[src/mclp_pkg.sv]
`default_nettype none

package mclp_pkg;

    // Line length limit in bytes
    localparam int unsigned LINE_MAX = 32;
    localparam int unsigned CNT_W    = 6;
    localparam int unsigned HEAD_N   = 4;

    // Characters of the command language
    localparam logic [7:0] CH_LF    = 8'h0A;
    localparam logic [7:0] CH_CR    = 8'h0D;
    localparam logic [7:0] CH_STOP  = 8'h21;
    localparam logic [7:0] CH_LEFT  = 8'h6C;
    localparam logic [7:0] CH_RIGHT = 8'h72;
    localparam logic [7:0] CH_BOTH  = 8'h62;
    localparam logic [7:0] CH_QUIT  = 8'h71;
    localparam logic [7:0] CH_PLUS  = 8'h2B;
    localparam logic [7:0] CH_MINUS = 8'h2D;
    localparam logic [7:0] CH_0     = 8'h30;
    localparam logic [7:0] CH_9     = 8'h39;

    // Result status codes
    localparam logic [2:0] ST_STOPPED = 3'd0;
    localparam logic [2:0] ST_SET     = 3'd1;
    localparam logic [2:0] ST_BADVAL  = 3'd2;
    localparam logic [2:0] ST_QUIT    = 3'd3;
    localparam logic [2:0] ST_SYNTAX  = 3'd4;

    // Duty = mag * 255 / 99, done as mag * (255 * 2648) >> 18 (exact for mag <= 99)
    localparam logic [19:0] DUTY_MUL   = 20'd675240;
    localparam int unsigned DUTY_SHIFT = 18;

    // Result word, first field in the lowest bits
    localparam int unsigned RES_W = 24;

endpackage

`default_nettype wire

[src/motor_command_line_parser_core.sv]
// Motor command line parser core.
//
// Input channel (s_*): one ASCII command byte per transfer. Bytes are split
// into lines at a newline or after LINE_MAX bytes; a carriage return cuts the
// line short. Output channel (m_*): one result per finished line carrying the
// status, motor update flags, signed percent speed, PWM duty, direction pin
// levels and a disconnect flag. Bytes that do not finish a line give nothing.
//
// Throughput: one byte per cycle while s_tready is high. The per-byte work is a
// few compares, the line counters and one constant multiply for the duty, all combinational.
// Latency: the result of a line is on m_tdata the cycle after the byte that
// ends it is transferred, unless an earlier result still waits there.
//
// A two-entry output stage (result register plus skid register) lets the
// block keep taking bytes while one result waits; s_tready drops only while
// both entries are full, and rises again once the receiver takes a result.
//
// Reset (rst_n low, asynchronous) empties the output stage and starts a new
// empty line.
`default_nettype none

module motor_command_line_parser_core
(
    input  wire logic        clk,
    input  wire logic        rst_n,
    input  wire logic        s_tvalid,
    output logic             s_tready,
    input  wire logic [7:0]  s_tdata,   // [7:0] rx_byte
    output logic             m_tvalid,
    input  wire logic        m_tready,
    // [2:0] status, [3] update_left, [4] update_right, [12:5] speed_percent,
    // [20:13] pwm_duty, [21] pin_a_level, [22] pin_b_level, [23] disconnect
    output logic [23:0]      m_tdata
);

    localparam int unsigned CW = mclp_pkg::CNT_W;

    // Line state
    logic [CW-1:0] byte_count_reg, byte_count_next;
    logic          cut_seen_reg, cut_seen_next;
    logic [CW-1:0] line_length_reg, line_length_next;
    logic [7:0]    head_reg [mclp_pkg::HEAD_N];
    logic [7:0]    head_next [mclp_pkg::HEAD_N];

    // Output stage
    logic                       out_valid_reg;
    logic                       skid_valid_reg;
    logic [mclp_pkg::RES_W-1:0] out_data_reg;
    logic [mclp_pkg::RES_W-1:0] skid_data_reg;

    logic          accept;
    logic          line_done;
    logic [CW-1:0] bc_inc;
    logic          pop;

    // Decode signals
    logic [7:0]  c0, sg, d1, d2;
    logic        cmd_move, sign_ok, digits_ok;
    logic [6:0]  mag;
    logic [26:0] duty_prod;
    logic [7:0]  duty;
    logic [7:0]  speed;
    logic [2:0]  res_status;
    logic        res_upl, res_upr, res_pa, res_pb, res_disc;
    logic [7:0]  res_speed, res_duty;
    logic [mclp_pkg::RES_W-1:0] res_word;

    assign s_tready = !skid_valid_reg;
    assign accept   = s_tvalid && s_tready;
    assign pop      = out_valid_reg && m_tready;
    assign m_tvalid = out_valid_reg;
    assign m_tdata  = out_data_reg;
    assign bc_inc   = byte_count_reg + CW'(1);

    // Advance the line state for the byte on the input
    always_comb
    begin
        for (int i = 0; i < mclp_pkg::HEAD_N; i++)
        begin
            head_next[i] = head_reg[i];
        end
        byte_count_next  = byte_count_reg;
        cut_seen_next    = cut_seen_reg;
        line_length_next = line_length_reg;
        line_done        = 1'b0;
        if (s_tdata == mclp_pkg::CH_LF)
        begin
            line_done = 1'b1;
        end
        else
        begin
            if (byte_count_reg < CW'(mclp_pkg::HEAD_N))
            begin
                head_next[byte_count_reg[1:0]] = s_tdata;
            end
            byte_count_next = bc_inc;
            if (s_tdata == mclp_pkg::CH_CR)
            begin
                cut_seen_next = 1'b1;
            end
            else if (!cut_seen_reg)
            begin
                line_length_next = line_length_reg + CW'(1);
            end
            if (bc_inc >= CW'(mclp_pkg::LINE_MAX))
            begin
                line_done = 1'b1;
            end
        end
    end

    // Decode the finished line from the updated state
    always_comb
    begin
        c0        = head_next[0];
        sg        = head_next[1];
        d1        = head_next[2];
        d2        = head_next[3];
        cmd_move  = (c0 == mclp_pkg::CH_LEFT) || (c0 == mclp_pkg::CH_RIGHT)
                    || (c0 == mclp_pkg::CH_BOTH);
        sign_ok   = (sg == mclp_pkg::CH_PLUS) || (sg == mclp_pkg::CH_MINUS);
        digits_ok = (d1 >= mclp_pkg::CH_0) && (d1 <= mclp_pkg::CH_9)
                    && (d2 >= mclp_pkg::CH_0) && (d2 <= mclp_pkg::CH_9);
        mag       = {3'b000, d1[3:0]} * 7'd10 + {3'b000, d2[3:0]};
        duty_prod = {20'd0, mag} * {7'd0, mclp_pkg::DUTY_MUL};
        duty      = duty_prod[mclp_pkg::DUTY_SHIFT +: 8];
        speed     = (sg == mclp_pkg::CH_MINUS) ? (8'd0 - {1'b0, mag}) : {1'b0, mag};

        res_status = mclp_pkg::ST_SYNTAX;
        res_upl    = 1'b0;
        res_upr    = 1'b0;
        res_speed  = 8'd0;
        res_duty   = 8'd0;
        res_pa     = 1'b0;
        res_pb     = 1'b0;
        res_disc   = 1'b1;
        if (line_length_next == CW'(1) && c0 == mclp_pkg::CH_STOP)
        begin
            res_status = mclp_pkg::ST_STOPPED;
            res_upl    = 1'b1;
            res_upr    = 1'b1;
            res_disc   = 1'b0;
        end
        else if (line_length_next == CW'(4) && cmd_move)
        begin
            res_disc = 1'b0;
            if (sign_ok && digits_ok)
            begin
                res_status = mclp_pkg::ST_SET;
                res_upl    = (c0 != mclp_pkg::CH_RIGHT);
                res_upr    = (c0 != mclp_pkg::CH_LEFT);
                res_speed  = speed;
                res_duty   = duty;
                res_pa     = (mag != 7'd0) && (sg == mclp_pkg::CH_MINUS);
                res_pb     = (mag != 7'd0) && (sg == mclp_pkg::CH_PLUS);
            end
            else
            begin
                res_status = mclp_pkg::ST_BADVAL;
            end
        end
        else if (line_length_next == CW'(1) && c0 == mclp_pkg::CH_QUIT)
        begin
            res_status = mclp_pkg::ST_QUIT;
        end
        res_word = {res_disc, res_pb, res_pa, res_duty, res_speed, res_upr, res_upl,
                    res_status};
    end

    // Hold line control state; restart the line when it is decoded
    always_ff @(posedge clk or negedge rst_n)
    begin
        if (!rst_n)
        begin
            byte_count_reg  <= '0;
            cut_seen_reg    <= 1'b0;
            line_length_reg <= '0;
        end
        else if (accept)
        begin
            if (line_done)
            begin
                byte_count_reg  <= '0;
                cut_seen_reg    <= 1'b0;
                line_length_reg <= '0;
            end
            else
            begin
                byte_count_reg  <= byte_count_next;
                cut_seen_reg    <= cut_seen_next;
                line_length_reg <= line_length_next;
            end
        end
    end

    // Store the leading characters of the line
    always_ff @(posedge clk)
    begin
        if (accept)
        begin
            for (int i = 0; i < mclp_pkg::HEAD_N; i++)
            begin
                head_reg[i] <= head_next[i];
            end
        end
    end

    // Output register and skid entry
    always_ff @(posedge clk or negedge rst_n)
    begin
        if (!rst_n)
        begin
            out_valid_reg  <= 1'b0;
            skid_valid_reg <= 1'b0;
        end
        else if (skid_valid_reg)
        begin
            if (pop)
            begin
                skid_valid_reg <= 1'b0;
            end
        end
        else if (accept && line_done)
        begin
            if (out_valid_reg && !pop)
            begin
                skid_valid_reg <= 1'b1;
            end
            else
            begin
                out_valid_reg <= 1'b1;
            end
        end
        else if (pop)
        begin
            out_valid_reg <= 1'b0;
        end
    end

    always_ff @(posedge clk)
    begin
        if (skid_valid_reg)
        begin
            if (pop)
            begin
                out_data_reg <= skid_data_reg;
            end
        end
        else if (accept && line_done)
        begin
            if (out_valid_reg && !pop)
            begin
                skid_data_reg <= res_word;
            end
            else
            begin
                out_data_reg <= res_word;
            end
        end
    end

    // Checks
    a_skid_needs_out: assert property (@(posedge clk) disable iff (!rst_n)
        skid_valid_reg |-> out_valid_reg)
        else $error("skid entry holds a result while the output register is empty");

    a_count_below_max: assert property (@(posedge clk) disable iff (!rst_n)
        byte_count_reg < CW'(mclp_pkg::LINE_MAX))
        else $error("byte count reached the line limit without a decode");

    a_len_le_count: assert property (@(posedge clk) disable iff (!rst_n)
        line_length_reg <= byte_count_reg)
        else $error("line length exceeds bytes taken");

    a_set_pins: assert property (@(posedge clk) disable iff (!rst_n)
        (m_tvalid && m_tdata[2:0] == mclp_pkg::ST_SET)
        |-> ((m_tdata[21] || m_tdata[22]) == (m_tdata[20:13] != 8'd0)))
        else $error("direction pins disagree with duty");

endmodule

`default_nettype wire

[config.mk]
export PLATFORM = sky130hd
export DESIGN_NAME = motor_command_line_parser_core
export DESIGN_NICKNAME = d
export VERILOG_FILES = /design/src/mclp_pkg.sv /design/src/motor_command_line_parser_core.sv
export SDC_FILE = /design/constraint.sdc
export NUM_CORES = 1
export LEC_CHECK = 0
export BUFFER_PORTS_ARGS = -buffer_cell sky130_fd_sc_hd__buf_4
export CAP_MARGIN = 20
export CORE_MARGIN = 8
export CORE_UTILIZATION = 40
export CTS_BUF_LIST = sky130_fd_sc_hd__clkbuf_8
export CTS_CLUSTER_DIAMETER = 40
export CTS_CLUSTER_SIZE = 8
export DETAILED_ROUTE_END_ITERATION = 8
export PLACE_DENSITY = 0.59
export SLEW_MARGIN = 20
export SYNTH_ARGS = -nofsm -noshare
export SYNTH_HDL_FRONTEND = slang
export SYNTH_SLANG_ARGS = --single-unit
[constraint.sdc]
create_clock -name clk -period 15.49 [get_ports clk]
set_input_delay 0.7745 -clock clk [delete_from_list [all_inputs] [get_ports clk]]
set_output_delay 0.7745 -clock clk [all_outputs]
set_load 0.01 [all_outputs]
==> Yosys cells after proc, flatten, opt, wreduce, memory -nomap -nowiden <==
Memory sizes are Yosys's and may differ from the RTL's.
Cells that the tools add are included.
W data, S select, Z words.
{ "word_totals": {"ff_bits": 63, "output_inout_bits": 26, "latch_bits": 0, "input_bits": 12, "mem_bits_ro": 0, "ram_bits": 32, "memories": 1} }
{ "op_classes": {"mux": 54, "n_addsub": 4, "n_eq_ne": 17, "n_mul": 2, "n_bitwise": 2, "n_shift": 0, "order_cmp": 8, "reduce_logical": 28, "div": 0} }
{ "memory_table": {"columns": ["memory", "depth", "word_bits", "read_ports", "rd_clocked_by_memory_dff", "wr", "line_no", "rtl"], "rows": [
  ["head_reg", 4, 8, 4, 0, 4, "motor_command_line_parser_core.sv:42", "logic [7:0] head_reg [mclp_pkg::HEAD_N];"]
]} }
{ "ops": {"columns": ["operator", "count"], "rows": [
  ["$mux W24", 4],
  ["$mux W32", 2],
  ["$mux W8", 8],
  ["$mux W6", 6],
  ["$bwmux W32", 1],
  ["$eq A8 B7 Y1 const B", 4],
  ["$mux W1", 28],
  ["$eq A8 B6 Y1 const B", 3],
  ["$mul A7 B17 Y23 const B", 1],
  ["$demux W8 S2", 1],
  ["$eq A8 B4 Y1 const B", 2],
  ["$ge A8 B6 Y1 const B", 2],
  ["$le A8 B6 Y1 const B", 2],
  ["$ne A8 B7 Y1 const B", 2],
  ["$logic_and A1 B1 Y1", 14],
  ["$add A6 B1 Y6 const B", 2],
  ["$reduce_and A3 Y1", 4],
  ["$mux W3", 3],
  ["$sub A1 B7 Y8 const A", 1],
  ["$add A7 B4 Y7", 1],
  ["$reduce_bool A7 Y1", 1],
  ["$eq A6 B1 Y1 const B", 1],
  ["$eq A6 B3 Y1 const B", 1],
  ["$ge A6 B6 Y1 const B", 1],
  ["13 further kinds", 20]
]} }

==> Depth between registers and ports, before layout <==
{ "logic_depth": {"ltp_word": 19, "ltp_mapped": 32, "depth_no_buf": 31} }

==> Worst setup path before layout <==
OpenSTA, ideal clock, no wires.
{ "synth_timing": {"path_kind": "input to register", "start": "input s_tdata[2]", "end": "register out_data_reg (netlist bit m_tdata[20]), data pin", "arrival_ns": 8.290, "path_slack_ns": 7.035, "setup_time_ns": 0.165, "t_required_ns": 15.325, "path_stages": 31, "cell_sequence": "buf_2 or3b_2 buf_2 o311ai_4 mux2i_1 inv_2 xnor2_1 ha_1 fa_1 nand3_1 a2111oi_2 a311oi_1 xnor2_2 ha_1 inv_1 fa_1 inv_1 fa_1 inv_1 fa_1 inv_1 ha_1 o21ai_0 a21oi_1 nand2_1 o21ai_0 a221o_1 nand2_1 o2111ai_1 xnor3_1 o31ai_2"} }
{ "synth_rtl": {"columns": ["item", "line_no", "rtl"], "rows": [
  ["start, declared", "motor_command_line_parser_core.sv:28", "input wire logic [7:0] s_tdata,"],
  ["end signal, assigned", "motor_command_line_parser_core.sv:246", "out_data_reg <= skid_data_reg;"],
  ["end signal, assigned", "motor_command_line_parser_core.sv:257", "out_data_reg <= res_word;"],
  ["end, declared", "motor_command_line_parser_core.sv:48", "logic [mclp_pkg::RES_W-1:0] out_data_reg;"]
]} }

==> impl_summary.md <==
Outcome
The run finished with clean final reports.

Clock network
The later pin in the worst-skew pair is clocked with a latency of 0.38 ns. CTS saw 95 sinks. The TritonCTS clock tree is done. The number of gates given a new drive strength after cts is 0.

After clock tree synthesis, the flow added hold-fix buffers numbering 0. The total CTS buffers is 9. CTS placed an instance of sky130_fd_sc_hd__clkbuf_8 at the clock tree root. CTS built an H-tree with a depth of 3. After clock tree synthesis, the clock-pin slew on the worst setup and hold paths is 0.10 ns. The maximum number of buffers from clock root to sink is 2.

In this run the post-CTS setup repair buffer count came out at 0.

Critical path
The arrival time reported for the critical path endpoint is 9.23 ns. Data on the critical path is required at its endpoint by 15.70 ns. Counting cells, the worst reg-to-reg path comes to 29.

The element type at the critical path end is a flip-flop. The nature of the critical path startpoint is an input pin. The slowest stage cell on the critical path is sky130_fd_sc_hd__or4b_1. The critical path is of the in2reg type. The biggest cell delay along the critical path is 0.69 ns. The maximum fanout encountered on the critical timing path is 10.

Die
38 I/O pins were placed. The initial core utilization is 40.43%. The total number of placement rows is 47. After floorplanning, the core was sized to cover 0.01635 sq mm.

The overall die width is 144.6 um. The die is 144.6 um tall. The area of the die is 0.02089 sq mm.

STA
The tightest hold margin is 0.2337 ns. The final-report hold violation count is 0. The worst pin sits at a relative slew slack of 47.17%. In the finished design, the share of the clock period the worst path needs comes to 58.28%. Timing would allow up to 0.1108 GHz.

The max-slew violation count is 0. Setup repair after global routing left no endpoint under its margin. The post-route clock skew is 0.01450 ns. The sum of negative setup slack is 0 ns. The number of setup violations in the final report is 0. For the pin with the worst max-slew slack, the measured transition is 0.7898 ns. The worst path in the final design needs a cycle of 9.027 ns, including I/O delays and setup.

Placement
The detailed placer's ending HPWL is 10110 um. Once placement completed, the tool counted placed cells totaling 852. Port buffering added 37 buffers.

The congestion estimate from routability-driven global placement came to 0.8774. Summing all placed instances gives a cell area of 0.007151 sq mm.

Job
Max-cap violations in this run came to 0.

Route
Using the TritonRoute via totals, the vias-per-cell ratio works out to 5.250. For this block, the via count after detailed routing is 4557. The post-detailed-routing wire length is 13520 um. The iteration-0 DRC count of the detailed router is 264.

The iteration count of the initial detailed-routing pass is 5. The count of unresolved DRC violations after routing is 0. The post-detailed-route wirelength per cell is 15.57 um. The number of nets with antenna violations after routing is 0.

Synthesis
The synthesized area per cell is 10.91 sq um. The cell area that synthesis handed to floorplanning was 0.006610 sq mm. Counting every instance in the synthesized netlist gives 606. The portion of the post-synthesis area used by sequential elements is 42.02%. Counting flops with a built-in enable in the synthesized netlist gives 80. Yosys mapped the design onto 74 distinct sky130hd cell types. Counting flops with an async set or reset pin after synthesis yields a share of 15.79%.

For this run, the number of Yosys warnings is 0. The post-synthesis net count is 705. Synthesis inferred 95 register bits. For this run, the leading register cell type out of synthesis is sky130_fd_sc_hd__edfxtp_1.

Pwr
The worst supply voltage drop on vdd is 0.1741 mV. Dividing total power by cell area gives a power density of 220.7 mW/mm^2. The overall power is 1.626 mW. The static leakage is 3.080 nW.

Finish
The total non-filler cell area in the finished layout is 0.007367 sq mm. Once layout is complete, the cells apart from fillers number 868. The fill cell instance count of the final layout is 1570. The flip-flop count of the largest register, all copies and words added is 32. The final antenna diode count is 0.

The net count of the finished layout is 742. Of the cells placed in the final design, the portion with a size suffix greater than 1 is 16.20%. From synthesis to final layout, the design area changed by 11.45%.

GRT
After global routing the overflow that remains totals 0. The global router's overall resource usage is 13.89%. The largest net degree at the start of global routing is 43. The number of antenna violations at the first check in global routing is 0. The first global-routing pass estimated 22910 um of wire.

The number of global-route vias before repair is 4525.

Min path
The path class of the tightest hold or removal check is in2async.
[worst max-delay path: cells and delay by family]
family,cells,cell delay [ns]
XOR/XNOR,3,0.82
multiplexers,1,0.57
buffers and inverters,6,0.53
adder cells (fa/ha/maj),7,2.93
AO/OA/AOI/OAI,9,2.56
AND/OR/NAND/NOR,4,1.02
[cells by family (layout without fill, tap and decap cells)]
logic type / count (synthesis) / count (layout) / share of synthesized area [%]
muxes: 42 / 42 / 6.890
AOI/OAI and AO/OA: 100 / 100 / 10.71
buffers and inverters: 89 / 131 / 5.300
xor gates and xnor gates: 26 / 26 / 3.767
DFF: 95 / 95 / 42.02
adders and majority gates: 87 / 87 / 18.63
and+or+nand+nor: 167 / 167 / 12.68
[final timing paths]
check | to | slack (ns) | startpoint
max reg2reg | m_tdata[20] | 6.95 | byte_count_reg[2]
max | m_tdata[20] | 6.46 | s_tdata[7]
min reg2reg | line_length_reg[5] | 0.52 | line_length_reg[5]
min in group clk | line_length_reg[5] | 0.52 | line_length_reg[5]
max in group asynchronous | line_length_reg[1] | 15.07 | rst_n
min | byte_count_reg[2] | 0.23 | rst_n
[cells in the mapped netlist (all sizes together), types with 3 or more instances]
| master | count | share of area, % |
|---|---|---|
| a21o | 3 | 0.45 |
| a21oi | 14 | 1.1 |
| a31oi | 8 | 0.76 |
| and3 | 4 | 0.38 |
| buf | 9 | 0.76 |
| clkbuf | 11 | 0.62 |
| dfrtp | 15 | 5.7 |
| edfxtp | 80 | 36 |
| fa | 19 | 5.8 |
| ha | 68 | 13 |
| inv | 67 | 3.8 |
| mux2 | 28 | 4.8 |
| mux2i | 14 | 2.1 |
| nand2 | 55 | 3.1 |
| nand2b | 3 | 0.28 |
| nand3 | 18 | 1.4 |
| nor2 | 41 | 2.3 |
| nor2b | 6 | 0.57 |
| nor3 | 12 | 0.98 |
| nor4 | 3 | 0.51 |
| o21ai | 25 | 1.9 |
| o21bai | 3 | 0.34 |
| o311ai | 4 | 0.80 |
| o31ai | 20 | 2.3 |
| or2 | 4 | 0.38 |
| or4 | 3 | 0.34 |
| xnor2 | 18 | 2.5 |
| xor2 | 7 | 0.93 |
[metal layers]
metal | up-vias | part of all wire (%) | GRT usage, %
li1 | 2255 | - | -
met1 | 2212 | 50 | 19.17
met2 | 77 | 44 | 21.56
met3 | 13 | 4.1 | 2.344
met4 | 0 | 1.4 | 4.819
met5 | - | 0 | 0
[layout make-up]
type / count / area, sq um / area share, %
well taps: 220 / 275.3 / 3.736
flip-flops and latches: 95 / 2778 / 37.70
repair buffers: 46 / 345.3 / 4.687
multi-input cells: 422 / 3495 / 47.44
inverters: 69 / 259.0 / 3.516
clock inverters: 6 / 77.57 / 1.053
clock buffers: 10 / 137.6 / 1.868
[metrics by stage]
stage	utilization (%)	setup slack [ns]
6_report	45.06	6.463
5_1_grt	45.06	5.875
4_1_cts	45.06	6.504
3_5_place_dp	43.74	6.107
3_3_place_gp	43.74	6.380
2_1_floorplan	-	7.036
[cell usage in the layout (no fill, tap or decap), types with 15 or more instances in the layout]
master and count:
sky130_fd_sc_hd__buf_4 46, sky130_fd_sc_hd__inv_1 69, sky130_fd_sc_hd__o31ai_1 19, sky130_fd_sc_hd__fa_1 19
sky130_fd_sc_hd__o21ai_0 23, sky130_fd_sc_hd__nand2_1 55, sky130_fd_sc_hd__edfxtp_1 80, sky130_fd_sc_hd__xnor2_1 17
sky130_fd_sc_hd__dfrtp_1 15, sky130_fd_sc_hd__mux2_2 28, sky130_fd_sc_hd__ha_1 68, sky130_fd_sc_hd__nand3_1 18
sky130_fd_sc_hd__nor2_1 41
[power breakdown]
part	total, mW	internal [mW]	switching [mW]
registers	0.326	0.304	0.0223
clock network	0.181	0.0939	0.0873
logic	1.12	0.473	0.646
Note: power is estimated with default switching activity, not from simulation.
